--- src/sv/psfd_pkg.sv ---
// ----------------------------------------------------------------------------
// psfd_pkg
// Shared types and constants of the position sensor frame decoder.
// ----------------------------------------------------------------------------
package psfd_pkg;

  localparam int FRAME_BYTES = 21;
  localparam int POS_W       = 5;
  localparam logic [POS_W-1:0] LAST_POS = POS_W'(FRAME_BYTES - 1);

  localparam int X_W     = 24;
  localparam int Y_W     = 14;
  localparam int ANGLE_W = 14;
  localparam int HEAD_W  = 12;
  localparam int TAG_W   = 24;
  localparam int WRAP_W  = 16;

  localparam int DET_BIT = 6;

  localparam logic signed [WRAP_W-1:0] WRAP_LOW  = -16'sd1800;
  localparam logic signed [WRAP_W-1:0] WRAP_HIGH = 16'sd1799;
  localparam int WRAP_STEPS = 7;
  localparam int WRAP_MID   = 3;
  localparam int WRAP_TURN  = 3600;

  typedef struct packed {
    logic               ok;
    logic               det;
    logic [X_W-1:0]     x;
    logic [Y_W-1:0]     y;
    logic [ANGLE_W-1:0] angle;
    logic [TAG_W-1:0]   tag;
  } frame_t;

endpackage

--- src/sv/psfd_front.sv ---
// ----------------------------------------------------------------------------
// psfd_front
// Byte intake: frame position, running xor and capture of the decoded fields.
// ----------------------------------------------------------------------------
module psfd_front (
  input  logic             clk,
  input  logic             rst,
  input  logic             in_valid,
  output logic             in_ready,
  input  logic [7:0]       rx_byte,
  input  logic             frame_start,
  output logic             push,
  output psfd_pkg::frame_t push_data,
  input  logic             q_full
);
  import psfd_pkg::*;

  localparam logic [POS_W-1:0] POS_FLAGS = 5'd1;
  localparam logic [POS_W-1:0] POS_X0    = 5'd2;
  localparam logic [POS_W-1:0] POS_X1    = 5'd3;
  localparam logic [POS_W-1:0] POS_X2    = 5'd4;
  localparam logic [POS_W-1:0] POS_X3    = 5'd5;
  localparam logic [POS_W-1:0] POS_Y0    = 5'd6;
  localparam logic [POS_W-1:0] POS_Y1    = 5'd7;
  localparam logic [POS_W-1:0] POS_A0    = 5'd10;
  localparam logic [POS_W-1:0] POS_A1    = 5'd11;
  localparam logic [POS_W-1:0] POS_T0    = 5'd14;
  localparam logic [POS_W-1:0] POS_T1    = 5'd15;
  localparam logic [POS_W-1:0] POS_T2    = 5'd16;
  localparam logic [POS_W-1:0] POS_T3    = 5'd17;

  logic [POS_W-1:0]   pos;
  logic [7:0]         xor_acc;
  logic [POS_W-1:0]   pos_eff;
  logic [7:0]         xor_eff;
  logic               accept;
  logic               det;
  logic [X_W-1:0]     x_raw;
  logic [Y_W-1:0]     y_raw;
  logic [ANGLE_W-1:0] angle_raw;
  logic [TAG_W-1:0]   tag_raw;
  logic               ok;
  logic               keep;

  assign in_ready = !q_full;
  assign accept   = in_valid && in_ready;
  assign pos_eff  = frame_start ? '0 : pos;
  assign xor_eff  = frame_start ? 8'h00 : xor_acc;
  assign ok       = (xor_eff == rx_byte);
  assign keep     = ok && det;

  assign push = accept && (pos_eff == LAST_POS);
  always_comb begin
    push_data       = '0;
    push_data.ok    = ok;
    push_data.det   = keep;
    if (keep) begin
      push_data.x     = x_raw;
      push_data.y     = y_raw;
      push_data.angle = angle_raw;
      push_data.tag   = tag_raw;
    end
  end

  always_ff @(posedge clk) begin
    if (rst) begin
      pos     <= '0;
      xor_acc <= 8'h00;
    end else if (accept) begin
      if (pos_eff == LAST_POS) begin
        pos     <= '0;
        xor_acc <= 8'h00;
      end else begin
        pos     <= pos_eff + POS_W'(1);
        xor_acc <= xor_eff ^ rx_byte;
      end
    end
  end

  // field capture at fixed byte positions
  always_ff @(posedge clk) begin
    if (accept) begin
      unique case (pos_eff)
        POS_FLAGS: det               <= rx_byte[DET_BIT];
        POS_X0:    x_raw[23:21]      <= rx_byte[2:0];
        POS_X1:    x_raw[20:14]      <= rx_byte[6:0];
        POS_X2:    x_raw[13:7]       <= rx_byte[6:0];
        POS_X3:    x_raw[6:0]        <= rx_byte[6:0];
        POS_Y0:    y_raw[13:7]       <= rx_byte[6:0];
        POS_Y1:    y_raw[6:0]        <= rx_byte[6:0];
        POS_A0:    angle_raw[13:7]   <= rx_byte[6:0];
        POS_A1:    angle_raw[6:0]    <= rx_byte[6:0];
        POS_T0:    tag_raw[23:21]    <= rx_byte[2:0];
        POS_T1:    tag_raw[20:14]    <= rx_byte[6:0];
        POS_T2:    tag_raw[13:7]     <= rx_byte[6:0];
        POS_T3:    tag_raw[6:0]      <= rx_byte[6:0];
        default:   ;
      endcase
    end
  end

endmodule

--- src/sv/psfd_queue.sv ---
// ----------------------------------------------------------------------------
// psfd_queue
// Two-entry queue of decoded frames between intake and output stage.
// ----------------------------------------------------------------------------
module psfd_queue (
  input  logic             clk,
  input  logic             rst,
  input  logic             push,
  input  psfd_pkg::frame_t push_data,
  output logic             full,
  output logic             q_valid,
  output psfd_pkg::frame_t q_data,
  input  logic             pop
);
  import psfd_pkg::*;

  frame_t     entry [2];
  logic       wr_ptr;
  logic       rd_ptr;
  logic [1:0] count;

  assign full    = (count == 2'd2);
  assign q_valid = (count != 2'd0);
  assign q_data  = entry[rd_ptr];

  always_ff @(posedge clk) begin
    if (push) begin
      entry[wr_ptr] <= push_data;
    end
  end

  always_ff @(posedge clk) begin
    if (rst) begin
      wr_ptr <= 1'b0;
      rd_ptr <= 1'b0;
      count  <= 2'd0;
    end else begin
      if (push) begin
        wr_ptr <= !wr_ptr;
      end
      if (pop) begin
        rd_ptr <= !rd_ptr;
      end
      if (push && !pop) begin
        count <= count + 2'd1;
      end else if (pop && !push) begin
        count <= count - 2'd1;
      end
    end
  end

endmodule

--- src/sv/psfd_back.sv ---
// ----------------------------------------------------------------------------
// psfd_back
// Output stage: heading wrap and negation, result register.
// ----------------------------------------------------------------------------
module psfd_back (
  input  logic                           clk,
  input  logic                           rst,
  input  logic                           cfg_we,
  input  logic [psfd_pkg::HEAD_W-1:0]    cfg_wdata,
  input  logic                           q_valid,
  input  psfd_pkg::frame_t               q_data,
  output logic                           pop,
  output logic                           out_valid,
  input  logic                           out_ready,
  output logic                           checksum_ok,
  output logic                           tag_detected,
  output logic signed [psfd_pkg::X_W-1:0]    x_offset,
  output logic signed [psfd_pkg::Y_W-1:0]    y_offset,
  output logic signed [psfd_pkg::HEAD_W-1:0] heading,
  output logic [psfd_pkg::TAG_W-1:0]     tag_code
);
  import psfd_pkg::*;

  logic [HEAD_W-1:0]        offset;
  logic signed [WRAP_W-1:0] diff;
  logic signed [WRAP_W-1:0] cand;
  logic signed [WRAP_W-1:0] wrapped;
  logic signed [WRAP_W-1:0] negated;

  always_ff @(posedge clk) begin
    if (rst) begin
      offset <= '0;
    end else if (cfg_we) begin
      offset <= cfg_wdata;
    end
  end

  assign diff = $signed({{(WRAP_W-ANGLE_W){q_data.angle[ANGLE_W-1]}}, q_data.angle})
              - $signed({{(WRAP_W-HEAD_W){offset[HEAD_W-1]}}, offset});

  // fold into -1800..1799 by whole turns
  always_comb begin
    wrapped = diff;
    cand    = diff;
    for (int k = 0; k < WRAP_STEPS; k++) begin
      cand = diff + WRAP_W'((k - WRAP_MID) * WRAP_TURN);
      if (cand >= WRAP_LOW && cand <= WRAP_HIGH) begin
        wrapped = cand;
      end
    end
  end

  assign negated = -wrapped;
  assign pop     = q_valid && (!out_valid || out_ready);

  always_ff @(posedge clk) begin
    if (rst) begin
      out_valid <= 1'b0;
    end else if (pop) begin
      out_valid <= 1'b1;
    end else if (out_ready) begin
      out_valid <= 1'b0;
    end
  end

  always_ff @(posedge clk) begin
    if (pop) begin
      checksum_ok  <= q_data.ok;
      tag_detected <= q_data.det;
      x_offset     <= q_data.x;
      y_offset     <= q_data.y;
      heading      <= q_data.det ? negated[HEAD_W-1:0] : '0;
      tag_code     <= q_data.tag;
    end
  end

endmodule

--- src/sv/position_sensor_frame_decoder_top.sv ---
// ----------------------------------------------------------------------------
// position_sensor_frame_decoder_top
// Decodes 21-byte sensor response frames into checksum verdict and tag pose.
//
//   channel   handshake             payload
//   input     in_valid / in_ready   rx_byte, frame_start
//   output    out_valid / out_ready checksum_ok, tag_detected, x_offset,
//                                   y_offset, heading, tag_code
//   config    cfg_we                cfg_wdata (heading offset)
//
// one byte transaction per cycle while in_ready; frames are queued, then registered
// rst is synchronous and clears the byte counter, xor, queue and offset
// the two-entry frame queue decouples intake from the result register;
// in_ready drops only while the queue is full
// ----------------------------------------------------------------------------
module position_sensor_frame_decoder_top (
  input  logic                               clk,
  input  logic                               rst,
  input  logic                               in_valid,
  output logic                               in_ready,
  input  logic [7:0]                         rx_byte,
  input  logic                               frame_start,
  output logic                               out_valid,
  input  logic                               out_ready,
  output logic                               checksum_ok,
  output logic                               tag_detected,
  output logic signed [psfd_pkg::X_W-1:0]    x_offset,
  output logic signed [psfd_pkg::Y_W-1:0]    y_offset,
  output logic signed [psfd_pkg::HEAD_W-1:0] heading,
  output logic [psfd_pkg::TAG_W-1:0]         tag_code,
  input  logic                               cfg_we,
  input  logic [psfd_pkg::HEAD_W-1:0]        cfg_wdata
);
  import psfd_pkg::*;

  logic   push;
  frame_t push_data;
  logic   q_full;
  logic   q_valid;
  frame_t q_data;
  logic   pop;

  psfd_front u_front (
    .clk         (clk),
    .rst         (rst),
    .in_valid    (in_valid),
    .in_ready    (in_ready),
    .rx_byte     (rx_byte),
    .frame_start (frame_start),
    .push        (push),
    .push_data   (push_data),
    .q_full      (q_full)
  );

  psfd_queue u_queue (
    .clk       (clk),
    .rst       (rst),
    .push      (push),
    .push_data (push_data),
    .full      (q_full),
    .q_valid   (q_valid),
    .q_data    (q_data),
    .pop       (pop)
  );

  psfd_back u_back (
    .clk          (clk),
    .rst          (rst),
    .cfg_we       (cfg_we),
    .cfg_wdata    (cfg_wdata),
    .q_valid      (q_valid),
    .q_data       (q_data),
    .pop          (pop),
    .out_valid    (out_valid),
    .out_ready    (out_ready),
    .checksum_ok  (checksum_ok),
    .tag_detected (tag_detected),
    .x_offset     (x_offset),
    .y_offset     (y_offset),
    .heading      (heading),
    .tag_code     (tag_code)
  );

endmodule
--- config.mk ---
export PLATFORM = sky130hd
export DESIGN_NAME = position_sensor_frame_decoder_top
export DESIGN_NICKNAME = d
export VERILOG_FILES = /design/src/sv/psfd_pkg.sv /design/src/sv/psfd_front.sv /design/src/sv/psfd_queue.sv /design/src/sv/psfd_back.sv /design/src/sv/position_sensor_frame_decoder_top.sv
export SDC_FILE = /design/constraint.sdc
export NUM_CORES = 1
export LEC_CHECK = 0
export ABC_AREA = 1
export BUFFER_PORTS_ARGS = -buffer_cell sky130_fd_sc_hd__buf_2
export CAP_MARGIN = 20
export CORE_ASPECT_RATIO = 0.5
export CORE_MARGIN = 1
export CORE_UTILIZATION = 40
export CTS_CLUSTER_DIAMETER = 80
export DETAILED_ROUTE_END_ITERATION = 12
export PLACE_DENSITY = 0.59
export SLEW_MARGIN = 20
export SYNTH_ARGS = -nofsm -noshare
export SYNTH_HDL_FRONTEND = slang
export SYNTH_SLANG_ARGS = --single-unit
--- constraint.sdc ---
create_clock -name clk -period 9 [get_ports clk]
set_input_delay 1.8 -clock clk [delete_from_list [all_inputs] [get_ports clk]]
set_output_delay 1.8 -clock clk [all_outputs]
set_load 0.01 [all_outputs]
==> results of run 1 <==
==> through the flow <==
stage | hold slack [ns] | total power [µW] | util | setup slack, ns
finish | 0.466 | 4760 | 0.465 | 2.86
global route | 0.482 | 5030 | 0.465 | 2.15
CTS | 0.466 | 4820 | 0.465 | 2.84
detailed placement | 0.456 | 3500 | 0.439 | 2.84
global placement | 0.452 | 3500 | 0.439 | 2.99
floorplan | 0.445 | 3090 | - | 2.20
==> power by group through the flow <==
stage                     Sequential (µW)  Combinational, µW  Clock, µW
after floorplan                      2210                880          0
after detailed placement             2130               1370          0
after global placement               2130               1370          0
after CTS                            2100               1380       1340
final                                2080               1370       1310
after global routing                 2110               1520       1400
==> layer usage <==
metal / up-vias / track usage / wire length [µm]
li1: 5316 / - / -
met1: 5063 / 0.243 / 16700
met2: 201 / 0.281 / 17000
met3: 48 / 0.0215 / 1310
met4: 0 / 0.0397 / 617
met5: - / 0 / 0
==> logic make-up (layout without fill, tap and decap cells) <==
logic type	count (synthesis)	count (layout)	synth area share
simple gates	655	655	0.182
flops	340	340	0.605
buf+inv	263	393	0.0664
compound gates	123	123	0.0471
mux	77	77	0.0529
fa+ha+maj	37	37	0.0287
xor+xnor	31	31	0.0182
==> flip-flops by register name, summed over array words and instances (netlist names), named ones only <==
| signal | flops |
|---|---|
| u_queue.entry | 156 |
| u_back.tag_code | 24 |
| u_back.x_offset | 24 |
| u_front.tag_raw | 24 |
| u_front.x_raw | 24 |
| u_back.y_offset | 14 |
| u_front.angle_raw | 14 |
| u_front.y_raw | 14 |
| u_back.heading | 12 |
| u_back.offset | 12 |
| u_front.xor_acc | 8 |
| u_front.pos | 5 |
| u_queue.count | 2 |
| u_back.checksum_ok | 1 |
| u_back.out_valid | 1 |
| u_back.tag_detected | 1 |
| u_front.det | 1 |
| u_queue.rd_ptr | 1 |
| u_queue.wr_ptr | 1 |
==> worst min-delay path, cell delays in order (launching register included) <==
cell and delay (ns):
dfxtp_1 0.31, nand2_1 0.06, a21oi_1 0.06
==> cells in the final DEF, fill, tap and decap left out, types with 6 or more instances in the layout <==
master and instances:
mux2_2 76, nand2_4 11, edfxtp_1 309, xor2_1 28, a21oi_1 49, clkinv_2 7, ha_1 36, clkbuf_16 31
nor3_1 9, o21ai_0 18, buf_2 103, nor2_1 179, a21oi_2 8, nand4_1 16, dfxtp_1 30, a211oi_1 11
nor2_4 6, o21ai_2 7, inv_2 14, nor2_2 12, nand3_1 79, nand2_1 285, clkinv_1 7, clkbuf_1 6
nand2_2 34, inv_1 207, nand3_2 6
==> layout make-up <==
class,instances,area share
Timing Repair Buffer,111,0.0323
Inverter,226,0.0464
Clock inverter,19,0.0117
Multi-Input combinational cell,923,0.293
Tap cell,530,0.0360
Sequential cell,340,0.537
Clock buffer,37,0.0433
==> path summary, 6_finish.rpt <==
path / endpoint / slack, ns / cells after the start
worst min-delay path: u_front.xor_acc[5]$_SDFFE_PP0P_ / 0.47 / 2
worst min register to register: u_front.xor_acc[5]$_SDFFE_PP0P_ / 0.47 / 2
worst max-delay path: u_back.heading[8]$_SDFFCE_PN0P_ / 2.86 / 28
worst max register to register: u_back.heading[8]$_SDFFCE_PN0P_ / 2.86 / 28
==> results.cfg, run 1 <==
[power]
ir_worst_vdd_mv = 0.158
pwr-share-comb = 0.287
p_sw_frac = 0.328
p_seq_frac = 0.438
p_leak_uw = 0.00701
intPower_uw = 3200
p_switching_uw = 1560
p_clk_frac = 0.275
power_per_cell_area_mw_per_mm2 = 258

[place]
place_inst = 2129
port_buffers = 103
placedInstanceArea_mm2 = 0.0174
hpwl_um = 23700
gp_congestion = 0.911

[setup_path]
worstPathArrival_ns = 6.45
path_delay_family = simple AND/OR/NAND/NOR gates
start_kind = flip-flop
cpPeakStageDelay_ns = 0.80
cp_num_buf_inv = 3
cp_common_cell = nand2_1
worstSetupPathType = flip-flop to flip-flop
endpoint_kind = flip-flop
cp_max_fo = 49
critPathSlowestCell = dfxtp_4
worstPathRequired_ns = 9.31

[global_routing]
grt_max_degree = 80
grt_usage = 0.172
grt_antenna_before_repair = 1
grt_pass1_wl_um = 56600
grt_overflow = 0
grt_pass1_vias = 10300

[flow_run]
maxCapViolCount = 0

[clocking]
cts_tree = yes
clkTransAtPathRegs_ns = 0.07
cts_buffer_depth = 3
numCtsBuffers = 31
clock_sinks = 340
cts_root_buf = clkbuf_16
clkLatencyLatePin_ns = 0.58
holdBufCountCts = 0
htree_levels = 1
ctsResizeCount = 0
postCtsSetupBuffers = 0

[timing]
drv_slew = 0
final.setup_skew_ns = 0.0268
slew_headroom = 0.467
worst_pin_slew_ns = 0.799
finalHoldViolations = 0
rsz0062_at_grt = false
min_period_over_period = 0.682
fin_tns_setup_ns = 0
fmaxAchievable_mhz = 163
finalSetupViolCount = 0
period_needed_ns = 6.14

[routing]
drt_iter0_markers = 730
routedWlPerCell_um = 16.3
drc_errors = 0
firstDrtPassIters = 4
wirelength_um = 35600
vias = 10600
viasPerCell = 4.86
antenna_left = 0

[synthesis]
seq_area_frac_synth = 0.605
yosys-top-cells-count = 309 x edfxtp_1, 286 x nand2_1, 207 x inv_1
ys.flop_type = edfxtp_1
synth_edf_count = 309
async_flop_share = 0
ys_ff_latch = 340
synth_warnings = 0
synth_top_area_frac = 0.567
synth_area_leader_cell = edfxtp_1
syn_avg_cell_area_um2 = 10.7
synth.distinct_cells = 58
syn_area_mm2 = 0.0164
synthesis.nets = 1589
netlist_top_cells_area = edfxtp_1 57%, nand2_1 6.6%, mux2_2 5.2%
synth_cells = 1526
synth.most_common_cell = edfxtp_1

[run_status]
status = finished clean

[floorplanning]
start_util = 0.413
die_w_um = 288
fp.dieH_um = 145
num_rows = 51
pin_count = 104
core_area_mm2 = 0.0396
dieArea_mm2 = 0.0418

[cells_and_area]
diodes = 0
drive_gt1_frac = 0.210
final_cells = 2186
final_area_mm2 = 0.0184
n_fill_cell = 3672
area_growth_syn_to_layout_pct = 12.7
multiInputGateArea_mm2 = 0.00541
register_area_mm2 = 0.00990
nets = 1696

[hold_path]
min-delay-path-class = flip-flop to flip-flop
hp-start = u_front.xor_acc[5]$_SDFFE_PP0P_
Note: power is estimated with default switching activity, not from simulation.
==> run 2, diff against run 1 <==
--- a/config.mk
+++ b/config.mk
@@ -13,7 +13,7 @@
 export CORE_UTILIZATION = 40
 export CTS_CLUSTER_DIAMETER = 80
 export DETAILED_ROUTE_END_ITERATION = 12
-export PLACE_DENSITY = 0.59
+export PLACE_DENSITY = 0.62
 export SLEW_MARGIN = 20
 export SYNTH_ARGS = -nofsm -noshare
 export SYNTH_HDL_FRONTEND = slang
==> constraint.sdc (replaced) <==
create_clock -name clk -period 5.55 [get_ports clk]
set_input_delay 1.11 -clock clk [delete_from_list [all_inputs] [get_ports clk]]
set_output_delay 1.11 -clock clk [all_outputs]
set_load 0.01 [all_outputs]
==> results.cfg, run 2 (same netlist as run 1, synthesis figures left out) <==
[cells_and_area]
final_util = 0.471
area_growth_syn_to_layout_pct = 14.0
n_fill_cell = 3597
mostFrequentLayoutCells = 309 x edfxtp_1, 284 x nand2_1, 207 x inv_1
multiInputGateArea_mm2 = 0.00543
register_area_mm2 = 0.00990
largest_register = u_queue.entry
nets = 1708
diodes = 0
largest_reg_flops = 156
drive_gt1_frac = 0.218
mostFrequentLayoutCell = edfxtp_1

[global_routing]
grt_max_degree = 59
grt_pass1_vias = 10200
grt_antenna_before_repair = 0
grt_overflow = 0
met1_usage = 0.236
grt_usage = 0.171
globalRouteMet2Util = 0.284
use_met3 = 0.0217
grt_pass1_wl_um = 56200
busiest_layer = met2

[clocking]
numCtsBuffers = 31
htree_levels = 1
holdBufCountCts = 0
clkLatencyLatePin_ns = 0.59
clkTransAtPathRegs_ns = 0.06
cts_tree = yes
cts_buffer_depth = 3
cts_root_buf = clkbuf_16
clock_sinks = 340

[timing]
rsz0062_at_grt = false
finalHoldViolations = 0
finalSetupViolCount = 0
drv_slew = 0
period_needed_ns = 5.03
setup_ws_ns = 0.523
final.setup_skew_ns = 0.0345
fin_tns_setup_ns = 0
worst_pin_slew_ns = 1.05
min_period_over_period = 0.906
slew_headroom = 0.296
fmaxAchievable_mhz = 199

[setup_path]
endpoint_kind = flip-flop
cpPeakStageDelay_ns = 0.43
critPathSlowestCell = dfxtp_4
worstPathRequired_ns = 5.86
worstPathArrival_ns = 5.34
cp_common_cell = nand2_1
worstSetupPathType = flip-flop to flip-flop
start_kind = flip-flop
cp_max_fo = 12

[power]
power_per_cell_area_mw_per_mm2 = 427
power_uw = 7970
ir_worst_vdd_mv = 0.293
p_leak_uw = 0.00712

[flow_run]
maxCapViolCount = 0

[place]
hpwl_um = 24500
port_buffers = 103
place_ws_ns = 0.117
gp_congestion = 0.906

[floorplanning]
core_area_mm2 = 0.0396
pin_count = 104
fp.dieH_um = 145
dieArea_mm2 = 0.0418
die_w_um = 288
num_rows = 51
start_util = 0.413

[hold_path]
min-delay-path-class = flip-flop to flip-flop

[routing]
firstDrtPassIters = 5
drt_iter0_markers = 852
drc_errors = 0
routedWlPerCell_um = 16.4
antenna_left = 0
vias = 10600
viasPerCell = 4.82
wirelength_um = 36100

[run_status]
status = finished clean
-- run 2: changes by cell type in the layout (fill, tap and decap cells not counted), sizes merged --
| cell | change |
|---|---|
| clkinvlp | -1 |
| bufinv | +3 |
| buf | +12 |
| clkinv | -4 |
| inv | +2 |
| clkbuf | +2 |
-- run 2: area by class of cell --
cell class / instances / share of cell area
multi-input cells: 923 / 0.291
inverters: 226 / 0.0459
clock inverters: 19 / 0.0156
flip-flops and latches: 340 / 0.531
repair buffers: 123 / 0.0377
well taps: 530 / 0.0355
clock buffers: 39 / 0.0437
-- run 2: timing repair --
item / CTS / global route
endpoints found under the setup margin: 0 / 7
endpoints found under the hold margin: 0 / 0
setup buffers: 0 / 6
gates resized for setup: 0 / 3
-- run 2: metrics by stage --
step | std cells | area (µm²) | hold slack [ns]
finish | 2200 | 18700 | 0.465
global route | 2200 | 18700 | 0.479
CTS | 2194 | 18600 | 0.465
detailed placement | 2136 | 17500 | 0.455
global placement | 2136 | 17500 | 0.452
floorplan | 1526 | 16400 | 0.445
-- run 2: worst max-delay path: cells and delay by family, from the launching register on --
| family | cells | cell delay [ns] |
|---|---|---|
| simple gates | 20 | 2.47 |
| compound gates | 4 | 0.70 |
| flops | 1 | 0.43 |
| buf+inv | 3 | 0.42 |
| fa+ha+maj | 1 | 0.38 |
| mux | 1 | 0.37 |
-- run 2: routing by layer --
| metal | share of wire | up-vias |
|---|---|---|
| met5 | 0 | - |
| met4 | 0.019 | 0 |
| met3 | 0.041 | 39 |
| met2 | 0.48 | 194 |
| met1 | 0.46 | 5046 |
| li1 | - | 5335 |
-- run 2: path summary, 6_finish.rpt --
kind | from | endpoint | slack (ns) | cells past startpoint
hold / removal | u_front.xor_acc[6]$_SDFFE_PP0P_ | u_front.xor_acc[6]$_SDFFE_PP0P_ | 0.47 | 2
hold reg to reg | u_front.xor_acc[6]$_SDFFE_PP0P_ | u_front.xor_acc[6]$_SDFFE_PP0P_ | 0.47 | 2
setup / recovery | flip-flop | u_back.heading[9]$_SDFFCE_PN0P_ | 0.52 | 29
setup reg to reg | flip-flop | u_back.heading[9]$_SDFFCE_PN0P_ | 0.52 | 29
-- run 2: power breakdown --
| part | internal, µW | switching [µW] | leakage, µW |
|---|---|---|---|
| clock | 1380 | 929 | 0.000544 |
| combinational | 763 | 1560 | 0.00380 |
| sequential | 3230 | 111 | 0.00278 |
| total | 5370 | 2600 | 0.00712 |
==> run 3, diff against run 2 <==
--- a/config.mk
+++ b/config.mk
@@ -11,6 +11,7 @@
 export CORE_ASPECT_RATIO = 0.5
 export CORE_MARGIN = 1
 export CORE_UTILIZATION = 40
+export CTS_BUF_LIST = sky130_fd_sc_hd__clkbuf_8 sky130_fd_sc_hd__clkbuf_16
 export CTS_CLUSTER_DIAMETER = 80
 export DETAILED_ROUTE_END_ITERATION = 12
 export PLACE_DENSITY = 0.62
==> results.cfg, run 3 (same netlist as run 1, synthesis figures left out) <==
[power]
p_switching_uw = 2600
ir_worst_vdd_mv = 0.292
pwr-share-comb = 0.292
power_per_cell_area_mw_per_mm2 = 426
p_seq_frac = 0.420
p_sw_frac = 0.327
p_clk_frac = 0.288
p_leak_uw = 0.00715
intPower_uw = 5360

[setup_path]
cp_max_fo = 11
critPathSlowestCell = fa_1
cp_common_cell = nand2_1
cpPeakStageDelay_ns = 0.47
start_kind = flip-flop
worstPathRequired_ns = 5.86
endpoint_kind = flip-flop
worst-path-stages = 33
cp_num_buf_inv = 4
worstPathArrival_ns = 5.33
worstSetupPathType = flip-flop to flip-flop
r2r_cells = 33
path_delay_family = simple AND/OR/NAND/NOR gates

[cells_and_area]
diodes = 0
drive_gt1_frac = 0.218
nets = 1708
mostFrequentLayoutCell = edfxtp_1
mostFrequentLayoutCells = 309 x edfxtp_1, 284 x nand2_1, 214 x inv_1
largest_register = u_queue.entry
area_growth_syn_to_layout_pct = 14.0
final_util = 0.471
n_fill_cell = 3597
largest_reg_flops = 156

[run_status]
status = finished clean

[hold_path]
min-delay-path-class = flip-flop to flip-flop
whs_path_depth = 2

[routing]
drc_errors = 0
drt_iter0_markers = 856
viasPerCell = 4.83
vias = 10600
routedWlPerCell_um = 16.4
wirelength_um = 36000
firstDrtPassIters = 5
antenna_left = 0

[floorplanning]
start_util = 0.413
pin_count = 104
die_w_um = 288
dieArea_mm2 = 0.0418
fp.dieH_um = 145
core_area_mm2 = 0.0396
num_rows = 51

[clocking]
cts_tree = yes
clock_sinks = 340
htree_levels = 1
numCtsBuffers = 31
cts_buffer_depth = 3
cts_root_buf = clkbuf_16
clkLatencyLatePin_ns = 0.59
clkTransAtPathRegs_ns = 0.06

[place]
port_buffers = 103
hpwl_um = 24500
place_ws_ns = 0.117
gp_congestion = 0.906

[global_routing]
grt_pass1_wl_um = 56200
grt_antenna_before_repair = 0
grt_usage = 0.171
grt_max_degree = 59
grt_pass1_vias = 10200
grt_overflow = 0

[timing]
setup_ws_ns = 0.534
finalHoldViolations = 0
worst_pin_slew_ns = 1.06
drv_slew = 0
finalSetupViolCount = 0
fmaxAchievable_mhz = 199
period_needed_ns = 5.02
min_period_over_period = 0.904
slew_headroom = 0.293
rsz0062_at_grt = false
fin_tns_setup_ns = 0
final.setup_skew_ns = 0.0345

[flow_run]
maxCapViolCount = 0
==> run 3: changes by cell type in the layout (fill, tap and decap cells not counted), sizes merged <==
cell / before / now
clkbuf: 39 / 32
inv: 227 / 234
==> run 3: repair_timing <==
action | 4_1_cts | 5_1_grt
buffers inserted | 0 | 6
hold endpoints to repair | 0 | 0
gates resized for setup | 0 | 3
endpoints found under the setup margin | 0 | 7
hold buffers | 0 | 0
==> run 3: per-stage QoR <==
step / instances / hold WS, ns / cell area (µm²) / total power, µW
finish: 2200 / 0.465 / 18700 / 7960
global route: 2200 / 0.479 / 18700 / 8380
CTS: 2194 / 0.465 / 18600 / 8010
detailed placement: 2136 / 0.455 / 17500 / 5720
global placement: 2136 / 0.452 / 17500 / 5720
floorplan: 1526 / 0.445 / 16400 / 4980
==> run 3: layout make-up <==
type | instances | area [µm²] | area share
clock buffer | 32 | 790 | 0.0423
clock inverter | 26 | 317 | 0.0170
inverter | 226 | 856 | 0.0459
multi-input combinational | 923 | 5430 | 0.291
sequential | 340 | 9900 | 0.531
tap | 530 | 663 | 0.0355
timing repair buffer | 123 | 703 | 0.0377
==> run 3: per-layer routing <==
layer | global-route usage | part of all wire | wire [µm] | vias up
met3 | 0.0217 | 0.042 | 1510 | 41
met5 | 0 | 0 | 0 | -
met1 | 0.236 | 0.46 | 16600 | 5034
met4 | 0.0444 | 0.019 | 689 | 0
met2 | 0.284 | 0.48 | 17200 | 214
li1 | - | - | - | 5341
==> run 3: final timing paths <==
path                                                 startpoint  slack (ns)                              end
worst max register to register                        flip-flop        0.53  u_back.heading[9]$_SDFFCE_PN0P_
worst min register to register  u_front.xor_acc[6]$_SDFFE_PP0P_        0.47  u_front.xor_acc[6]$_SDFFE_PP0P_
worst max-delay path                                  flip-flop        0.53  u_back.heading[9]$_SDFFCE_PN0P_
worst min-delay path            u_front.xor_acc[6]$_SDFFE_PP0P_        0.47  u_front.xor_acc[6]$_SDFFE_PP0P_
==> run 3: tightest hold or removal path: stages (launching register included) <==
cell and delay [ns]:
dfxtp_1 0.31, nand2_1 0.06, a21oi_1 0.05
==> run 3: power groups by stage <==
stage | clock [µW] | combinational [µW] | sequential [µW]
3_3_place_gp | 0 | 2310 | 3410
4_1_cts | 2330 | 2310 | 3360
3_5_place_dp | 0 | 2310 | 3420
2_1_floorplan | 0 | 1430 | 3560
6_report | 2290 | 2320 | 3340
5_1_grt | 2440 | 2570 | 3370
